[src/hw/rtl/pathhash_pkg.sv]
// Types, constants and mixing functions for the path hash block.
// Used by pathhash_mix and path_one_at_a_time_hash; no dependencies.
package pathhash_pkg;

  // Item kinds carried on s_tuser
  localparam logic [1:0] KIND_SEGMENT = 2'd0;
  localparam logic [1:0] KIND_ASN     = 2'd1;
  localparam logic [1:0] KIND_FINISH  = 2'd2;

  localparam int unsigned HASH_W  = 32;
  localparam int unsigned VALUE_W = 16;
  localparam int unsigned INDEX_W = 31;
  localparam int unsigned LOG2_W  = 5;

  // Register map (byte addresses)
  localparam logic [2:0] ADDR_TABLE_SIZE_LOG2 = 3'd0;
  localparam logic [LOG2_W-1:0] TABLE_SIZE_LOG2_RESET = 5'd16;

  typedef logic [HASH_W-1:0] hash_t;

  typedef struct packed {
    logic [1:0]         kind;
    logic [VALUE_W-1:0] value;
  } item_t;

  // One mixing round: h += x; h += h << 10; h ^= h >> 6
  function automatic hash_t mix_in(input hash_t h, input hash_t x);
    hash_t t;
    t = h + x;
    t = t + (t << 10);
    t = t ^ (t >> 6);
    return t;
  endfunction

  // Final avalanche: h += h << 3; h ^= h >> 11; h += h << 15
  function automatic hash_t avalanche(input hash_t h);
    hash_t t;
    t = h + (h << 3);
    t = t ^ (t >> 11);
    t = t + (t << 15);
    return t;
  endfunction

endpackage

[src/hw/rtl/path_one_at_a_time_hash.sv]
// Path hash block: one-at-a-time hash over a stream of path items.
// Depends on pathhash_pkg and pathhash_mix.
//
// Input stream (s_*): one item per transfer. s_tuser carries the kind
// (segment type, AS number, finish only), s_tdata the 16-bit value, and
// s_tlast ends the path. Items without tlast produce no output.
// Output stream (m_*): one 31-bit hash index per path, on m_tdata.
// APB port: register table_size_log2 at address 0 masks the result to
// 2^table_size_log2; write it only while no path is in flight.
//
// Throughput: one item per cycle while s_tready is high. The item is
// registered, then mixed into the running hash; a last item's mixed hash is
// held in the finalize stage and then finalized into the output register,
// which raises m_tvalid.
// When the receiver stalls, the output register holds its result, the
// finalize stage keeps one more, and non-last items keep flowing; s_tready
// drops only when a last item cannot move on.
// Reset clears the running hash, all valid flags and sets
// table_size_log2 to 16.
module path_one_at_a_time_hash (
  input  logic        clk,
  input  logic        rst,
  // input stream
  input  logic        s_tvalid,
  output logic        s_tready,
  input  logic [15:0] s_tdata,   // [15:0] value
  input  logic [1:0]  s_tuser,   // [1:0] kind
  input  logic        s_tlast,
  // output stream
  output logic        m_tvalid,
  input  logic        m_tready,
  output logic [31:0] m_tdata,   // [30:0] hash_index, [31] zero
  // configuration
  input  logic        psel,
  input  logic        penable,
  input  logic        pwrite,
  input  logic [2:0]  paddr,
  input  logic [31:0] pwdata,
  output logic [31:0] prdata,
  output logic        pready
);
  import pathhash_pkg::*;

  logic [LOG2_W-1:0]  table_size_log2;
  hash_t              running_hash;
  logic               in_valid;
  item_t              in_item;
  logic               in_last;
  logic               fin_valid;
  hash_t              fin_hash;
  hash_t              mixed;
  hash_t              final_hash;
  hash_t              mask;
  logic               out_free;
  logic               fin_free;
  logic               fin_move;
  logic               in_move;

  // Configuration register
  assign pready = 1'b1;
  assign prdata = (paddr == ADDR_TABLE_SIZE_LOG2) ?
                  {{(32-LOG2_W){1'b0}}, table_size_log2} : 32'd0;

  always_ff @(posedge clk) begin
    if (rst) begin
      table_size_log2 <= TABLE_SIZE_LOG2_RESET;
    end else if (psel && penable && pwrite && pready &&
                 paddr == ADDR_TABLE_SIZE_LOG2) begin
      table_size_log2 <= pwdata[LOG2_W-1:0];
    end
  end

  // Stage flow control
  assign out_free = !m_tvalid || m_tready;
  assign fin_move = fin_valid && out_free;
  assign fin_free = !fin_valid || out_free;
  assign in_move  = in_valid && (!in_last || fin_free);
  assign s_tready = !in_valid || in_move;

  // Input register
  always_ff @(posedge clk) begin
    if (rst) begin
      in_valid <= 1'b0;
    end else if (s_tready) begin
      in_valid <= s_tvalid;
    end
  end

  always_ff @(posedge clk) begin
    if (s_tready && s_tvalid) begin
      in_item.kind  <= s_tuser;
      in_item.value <= s_tdata;
      in_last       <= s_tlast;
    end
  end

  // Mix the item into the running hash
  pathhash_mix u_mix (
    .item     (in_item),
    .hash_in  (running_hash),
    .hash_out (mixed)
  );

  always_ff @(posedge clk) begin
    if (rst) begin
      running_hash <= '0;
    end else if (in_move) begin
      running_hash <= in_last ? '0 : mixed;
    end
  end

  // Finalize stage: holds the mixed hash of a path's last item
  always_ff @(posedge clk) begin
    if (rst) begin
      fin_valid <= 1'b0;
    end else if (in_move && in_last) begin
      fin_valid <= 1'b1;
    end else if (fin_move) begin
      fin_valid <= 1'b0;
    end
  end

  always_ff @(posedge clk) begin
    if (in_move && in_last) begin
      fin_hash <= mixed;
    end
  end

  // Avalanche and mask into the output register
  assign final_hash = avalanche(fin_hash);
  assign mask       = (hash_t'(1) << table_size_log2) - hash_t'(1);

  always_ff @(posedge clk) begin
    if (rst) begin
      m_tvalid <= 1'b0;
    end else if (fin_move) begin
      m_tvalid <= 1'b1;
    end else if (m_tready) begin
      m_tvalid <= 1'b0;
    end
  end

  always_ff @(posedge clk) begin
    if (fin_move) begin
      m_tdata <= {1'b0, final_hash[INDEX_W-1:0] & mask[INDEX_W-1:0]};
    end
  end

endmodule

[src/hw/rtl/pathhash_mix.sv]
// Mixes one path item into the running hash (combinational).
// Depends on pathhash_pkg.
module pathhash_mix (
  input  pathhash_pkg::item_t item,
  input  pathhash_pkg::hash_t hash_in,
  output pathhash_pkg::hash_t hash_out
);
  import pathhash_pkg::*;

  // Segment: one round with the type code; AS number: low byte then high byte
  always_comb begin
    case (item.kind)
      KIND_SEGMENT: begin
        hash_out = mix_in(hash_in, {{(HASH_W-VALUE_W){1'b0}}, item.value});
      end
      KIND_ASN: begin
        hash_out = mix_in(mix_in(hash_in, {{(HASH_W-8){1'b0}}, item.value[7:0]}),
                          {{(HASH_W-8){1'b0}}, item.value[VALUE_W-1:8]});
      end
      default: begin
        hash_out = hash_in;
      end
    endcase
  end

endmodule
[config.mk]
export PLATFORM = sky130hd
export DESIGN_NAME = path_one_at_a_time_hash
export DESIGN_NICKNAME = d
export VERILOG_FILES = /design/src/hw/rtl/pathhash_pkg.sv /design/src/hw/rtl/path_one_at_a_time_hash.sv /design/src/hw/rtl/pathhash_mix.sv
export SDC_FILE = /design/constraint.sdc
export NUM_CORES = 1
export LEC_CHECK = 0
export BUFFER_PORTS_ARGS = -buffer_cell sky130_fd_sc_hd__buf_2
export CAP_MARGIN = 20
export CORE_AREA = 5 5 208 210
export CTS_CLUSTER_SIZE = 20
export DETAILED_ROUTE_END_ITERATION = 8
export DIE_AREA = 0 0 213 215
export HOLD_SLACK_MARGIN = 0.1
export PLACE_DENSITY_LB_ADDON = 0.12
export SLEW_MARGIN = 10
export SYNTH_ARGS = -nofsm -noshare
export SYNTH_HDL_FRONTEND = slang
export SYNTH_HIERARCHICAL = 1
export SYNTH_SLANG_ARGS = --single-unit
[constraint.sdc]
create_clock -name clk -period 8.9 [get_ports clk]
set_input_delay 2.67 -clock clk [delete_from_list [all_inputs] [get_ports clk]]
set_output_delay 2.67 -clock clk [all_outputs]
set_load 0.02 [all_outputs]
; After elaboration in Yosys (flattened, before gate mapping)
; Index checks and enable logic that the tools add are counted.
[word_totals]
out_inout_bits = 67
input_bits = 61
word_cells = 52
regBits = 122
[op_classes]
bitwise = 5
n_addsub = 9
shift = 1
n_eq_ne = 1
n_mux = 7
n_reduce_logical = 19
[op_table]
columns = operator, count
row1 = 32-bit adder, 4
row2 = 32-bit by 26-bit bitwise XOR with 32-bit output, 3
row3 = 32-bit by 8-bit adder with 32-bit output, 2
row4 = 32-bit one-hot mux with 2 select lines, 1
row5 = 32-bit by 16-bit adder with 32-bit output, 1
row6 = 32-bit 2-to-1 mux, 1
row7 = 31-bit adder, 1
row8 = 31-bit AND, 1
row9 = 1-bit by 5-bit << shifter with 31-bit output (first input constant), 1
row10 = 31-bit by 1-bit subtractor with 31-bit output (second input constant), 1
row11 = 31-bit by 21-bit bitwise XOR with 31-bit output, 1
row12 = 1-bit logical AND, 7
row13 = 5-bit 2-to-1 mux, 1
row14 = 1-bit zero test, 4
row15 = 1-bit logical OR, 4
row16 = 1-bit 2-to-1 mux, 4
row17 = 2-bit nonzero test, 2
row18 = 3-bit zero test, 1
row19 = 2-bit by 1-bit == test with 1-bit output (second input constant), 1
row20 = 2-bit zero test, 1

; Depth between registers and ports, before layout
[logic_depth]
word_depth = 8
ltp_mapped = 39
ltp_nobuf = 38

; Cells and area by module
; The synthesis kept the hierarchy.
[modules_own_cells]
columns = module, instances, area_per_inst_um2, seq_area_each_um2, cells_per_inst
row1 = pathhash_mix, 1, 7199.4, 0.0, 999
row2 = path_one_at_a_time_hash, 1, 7040.5, 3263.1, 676

; Least setup slack after synthesis
; No wires, ideal clock.
[synth_timing]
path_kind = register to register
from = register running_hash[0]
to = register running_hash[24]
t_required_ps = 8835
setup_slack_ps = 1351
path_stages_with_launch = 34
arrival_time_ps = 7484
n_path_buf = 0
synth_period_minus_slack_ps = 7549
setup_time_ps = 65
cell_sequence = dfxtp_1 ha_1 inv_1 fa_1 nor2b_1 o2111ai_1 a31oi_1 nor2_1 nor2_1 nand3_1 xnor2_1 ha_1 a2111oi_2 o21a_1 o21ai_1 a31oi_1 xor3_2 or4b_4 or2_4 or2_1 nor3_2 nor2_1 ha_1 or4_1 o211ai_1 nor2_1 o41ai_1 o2111ai_1 a21oi_1 xnor2_1 xnor2_1 a221oi_1 a22oi_1 nor2_1
[synth_between]
elab_chain_cells = 8
word_cells_on_any_way = 11
cone_classes = 6 x add/sub / 2 x mux / 3 x bitwise
[synth_rtl]
columns = element, line
row1 = start: declaration, path_one_at_a_time_hash.sv:45  ; hash_t running_hash;
row2 = start signal: assignment, path_one_at_a_time_hash.sv:108  ; running_hash <= in_last ? '0 : mixed;
row3 = 32-bit by 8-bit adder with 32-bit output, pathhash_pkg.sv:29  ; t = h + x;
row4 = 32-bit adder, pathhash_pkg.sv:30  ; t = t + (t << 10);
row5 = 32-bit by 26-bit bitwise XOR with 32-bit output, pathhash_pkg.sv:31  ; t = t ^ (t >> 6);
row6 = 32-bit by 8-bit adder with 32-bit output, pathhash_pkg.sv:29
row7 = 32-bit adder, pathhash_pkg.sv:30
row8 = 32-bit by 26-bit bitwise XOR with 32-bit output, pathhash_pkg.sv:31
row9 = 32-bit one-hot mux with 2 select lines (*), pathhash_mix.sv:12  ; case (item.kind)
row10 = net mixed[24], path_one_at_a_time_hash.sv:51  ; hash_t mixed;
row11 = 32-bit 2-to-1 mux (*), path_one_at_a_time_hash.sv:108
; Mark *: on every way through the listed nets, which the timed path passes. The rest lies on a longest branch.
; A chain may end at the register's enable or synchronous reset.

; Worst setup path after layout
; Ends and elaborated chain as after synthesis.

==> flow_metrics.py <==
metrics = {
    "run_status": {
        "status": "complete, no violations",
    },
    "timing": {
        "maxClockFrequency_mhz": 120,
        "timing.final.hold_violations": 0,
        "setup_ws_ns": 0.551,
        "maxSlewViolCount": 0,
        "tightest_slew_ns": 0.946,
        "grt_setup_unrepaired": "yes",
        "time_the_final_worst_path_needs_with_i_o_delays_and_setup_ns": 8.35,
        "finalCritPeriodShare_pct": 93.8,
        "endpoints_failing_setup": 0,
        "finClkSkew_ns": 0.0153,
        "fin_tns_setup_ns": 0,
        "slew-limit-headroom_pct": 36.2,
    },
    "job": {
        "number_of_max_cap_violations": 0,
    },
    "worst_setup_path": {
        "critPathMaxStageDelay_ns": 0.54,
        "crit_fanout": 5,
        "timing.setup.critical_path_class": "register to register",
        "end_kind": "register",
        "critical_path.slowest_cell": "sky130_fd_sc_hd__or4b_4",
        "cp_common_cell": "sky130_fd_sc_hd__nor2_1",
        "worst-endpoint-required_ns": 9.25,
        "worst_setup_path_start_kind": "register",
        "worst_ep_arrival_time_ns": 8.70,
    },
    "floorplan": {
        "horizontal_die_dimension_um": 213,
        "ioPinCount": 128,
        "floorplan.rows": 75,
        "placeable_core_region_mm2": 0.0414,
        "initial_utilization_pct": 34.4,
        "die_height_um": 215,
        "fp.dieArea_mm2": 0.0458,
    },
    "final_layout": {
        "fill_cells": 4291,
        "final-instance-count-excl-fill": 2299,
        "area_growth_pct": 11.5,
        "mostFrequentLayoutCells": "165 x sky130_fd_sc_hd__xnor2_1, 155 x sky130_fd_sc_hd__nor2_1, 129 x sky130_fd_sc_hd__a21oi_1, 129 x sky130_fd_sc_hd__ha_1, 117 x sky130_fd_sc_hd__nand2_1",
        "final_core_util_pct": 38.4,
        "fin_nets": 1946,
        "multiInputGateArea_mm2": 0.0104,
        "regArea_mm2": 0.00326,
        "layout_commonest_cell": "sky130_fd_sc_hd__xnor2_1",
        "final_layout_size_suffix_gt1_share_pct": 12.0,
        "insertedDiodeCount": 0,
    },
    "route": {
        "drc": 0,
        "drt_pre_antenna_iters": 5,
        "ant_nets": 0,
        "initialDrtViolationCount": 742,
        "via_count": 12200,
        "drt-vias-per-instance": 5.32,
        "drt_wl_total_um": 43200,
        "detail_route.wl_per_cell_um": 18.8,
    },
    "grt": {
        "initial_antenna_violation_count": 0,
        "groute.usage.overall_pct": 18.5,
        "grt_first_pass_wirelength_um": 67200,
        "grt_start_max_net_pins": 66,
        "via_count_of_the_first_global_routing_pass": 12000,
        "grt_overflow": 0,
    },
    "synthesis": {
        "synthesis.instances": 1675,
        "yosysWarnings": 6,
        "register_bit_total_from_synthesis": 122,
        "synth_area_mm2": 0.0142,
        "synth_sequential_area_ratio_pct": 22.9,
        "post_synth_num_cell_types": 101,
        "synth-async-reset-ratio_pct": 0,
        "synth.avg_cell_area_um2": 8.50,
        "number_of_enable_type_register_cells_in_the_synthesized_netlist": 82,
        "ys.flop_type": "sky130_fd_sc_hd__edfxtp_1",
    },
    "placed_design": {
        "hpwl_um": 35900,
        "detailedPlace.worstSlack_ns": 0.314,
        "gp_congestion": 0.895,
        "place.detailed.instances": 2265,
        "number_of_buffers_added_on_ports": 71,
    },
    "min_path": {
        "worstHoldPathType": "register to register",
    },
    "cts": {
        "cts-buffers-inserted": 17,
        "cts-root-buf": "sky130_fd_sc_hd__clkbuf_16",
        "ctsLongestPathBuffers": 2,
        "worst_setup_hold_path_clk_slew_ns": 0.06,
        "worst_skew_pair.late_latency_ns": 0.42,
        "tritoncts": "done",
        "cts_sinks": 122,
        "htree_num_levels": 4,
    },
}
-- worst max-delay path, delay by kind of cell, from the launching register on --
kind / cells / cell delay, ns
AND/OR/NAND/NOR: 13 / 2.96
AO/OA/AOI/OAI: 10 / 1.90
adder cells (fa/ha/maj): 4 / 1.29
XOR/XNOR: 4 / 0.97
buffers and inverters: 3 / 0.42
flip-flops: 1 / 0.36
multiplexers: 1 / 0.33
-- repair_timing --
item	CTS	global route
buffers inserted	0	1
setup endpoints to repair	0	26
gates resized for setup	0	17
hold buffers	0	0
endpoints found under the hold margin	0	0
-- final cells by class --
cell class                      count  area share [%]
Inverter                           61            1.44
Multi-Input combinational cell   1432            65.7
Clock inverter                     12           0.882
Timing Repair Buffer              113            4.35
Clock buffer                       20            2.81
Sequential cell                   122            20.5
Tap cell                          539            4.25
-- logic make-up (layout without fill, tap and decap cells) --
family | count (synthesis) | after routing | share of synthesized area [%]
AND/OR/NAND/NOR | 511 | 511 | 18.1
adder cells (fa/ha/maj) | 138 | 138 | 12.5
AO/OA/AOI/OAI | 470 | 470 | 22.0
buffers and inverters | 148 | 206 | 5.15
multiplexers | 16 | 16 | 1.16
other | 2 | 29 | 0.0527
flip-flops | 122 | 122 | 22.9
XOR/XNOR | 268 | 268 | 18.2
-- sequential cells by signal (all words and copies together) (netlist names) --
register         flops
in_last              1
in_item             18
m_tvalid             1
m_tdata             31
table_size_log2      5
fin_hash            32
in_valid             1
fin_valid            1
running_hash        32
-- through the flow --
stage                     hold WS, ns  cell area [µm²]
final                           0.532            15900
after global routing            0.560            15900
after CTS                       0.534            15800
after detailed placement        0.522            15200
after global placement          0.520            15200
after floorplan                 0.475            14300
-- metal layers --
layer  GRT usage (%)  vias up  wire length [µm]
met1            23.0     5750             18600
met2            32.9      264             21600
met5               0        -                 0
met3            2.04       68              1420
met4            6.96        0              1600
li1                -     6153                 -
-- synthesized netlist by cell type (6+ instances only) --
library cell | instances | area share, %
sky130_fd_sc_hd__buf_4 | 30 | 1.6
sky130_fd_sc_hd__clkbuf_1 | 45 | 1.2
sky130_fd_sc_hd__nor2b_1 | 28 | 1.2
sky130_fd_sc_hd__nor2_1 | 155 | 4.1
sky130_fd_sc_hd__o31ai_1 | 7 | 0.37
sky130_fd_sc_hd__ha_1 | 131 | 12
sky130_fd_sc_hd__edfxtp_1 | 82 | 17
sky130_fd_sc_hd__a31oi_1 | 14 | 0.62
sky130_fd_sc_hd__o21ai_0 | 84 | 3.0
sky130_fd_sc_hd__dfxtp_1 | 40 | 5.6
sky130_fd_sc_hd__xnor3_1 | 12 | 1.9
sky130_fd_sc_hd__a31o_2 | 7 | 0.43
sky130_fd_sc_hd__a21boi_0 | 8 | 0.42
sky130_fd_sc_hd__or3_1 | 11 | 0.48
sky130_fd_sc_hd__a21o_1 | 49 | 2.6
sky130_fd_sc_hd__o21a_1 | 22 | 1.2
sky130_fd_sc_hd__o211ai_1 | 16 | 0.84
sky130_fd_sc_hd__or2_2 | 7 | 0.31
sky130_fd_sc_hd__xor2_1 | 84 | 5.2
sky130_fd_sc_hd__xnor2_1 | 166 | 10
sky130_fd_sc_hd__nand2_1 | 117 | 3.1
sky130_fd_sc_hd__and3_1 | 12 | 0.53
sky130_fd_sc_hd__a21oi_2 | 6 | 0.37
sky130_fd_sc_hd__nand4_1 | 17 | 0.75
sky130_fd_sc_hd__nand2b_1 | 15 | 0.66
sky130_fd_sc_hd__inv_1 | 61 | 1.6
sky130_fd_sc_hd__a21oi_1 | 130 | 4.6
sky130_fd_sc_hd__a211oi_1 | 17 | 0.90
sky130_fd_sc_hd__o21bai_1 | 20 | 1.1
sky130_fd_sc_hd__mux2i_1 | 15 | 1.1
sky130_fd_sc_hd__and4_1 | 9 | 0.55
sky130_fd_sc_hd__and2_1 | 19 | 0.83
sky130_fd_sc_hd__fa_1 | 7 | 0.98
sky130_fd_sc_hd__a22oi_1 | 34 | 1.8
sky130_fd_sc_hd__nor3b_1 | 8 | 0.42
sky130_fd_sc_hd__nand3_1 | 39 | 1.4
sky130_fd_sc_hd__nor3_1 | 36 | 1.3
-- path summary, 6_finish.rpt --
path         depth (start not counted)                          from                             to  slack (ns)
min reg2reg                          2        fin_valid$_SDFFE_PP0P_          m_tvalid$_SDFFE_PP0P_        0.53
min                                  2        fin_valid$_SDFFE_PP0P_          m_tvalid$_SDFFE_PP0P_        0.53
max reg2reg                         35  running_hash[0]$_SDFFE_PP0P_  running_hash[24]$_SDFFE_PP0P_        0.55
max                                 35  running_hash[0]$_SDFFE_PP0P_  running_hash[24]$_SDFFE_PP0P_        0.55
Power is not shown: default switching activity piles up to over one toggle a cycle in this logic, so the estimate is an artifact.
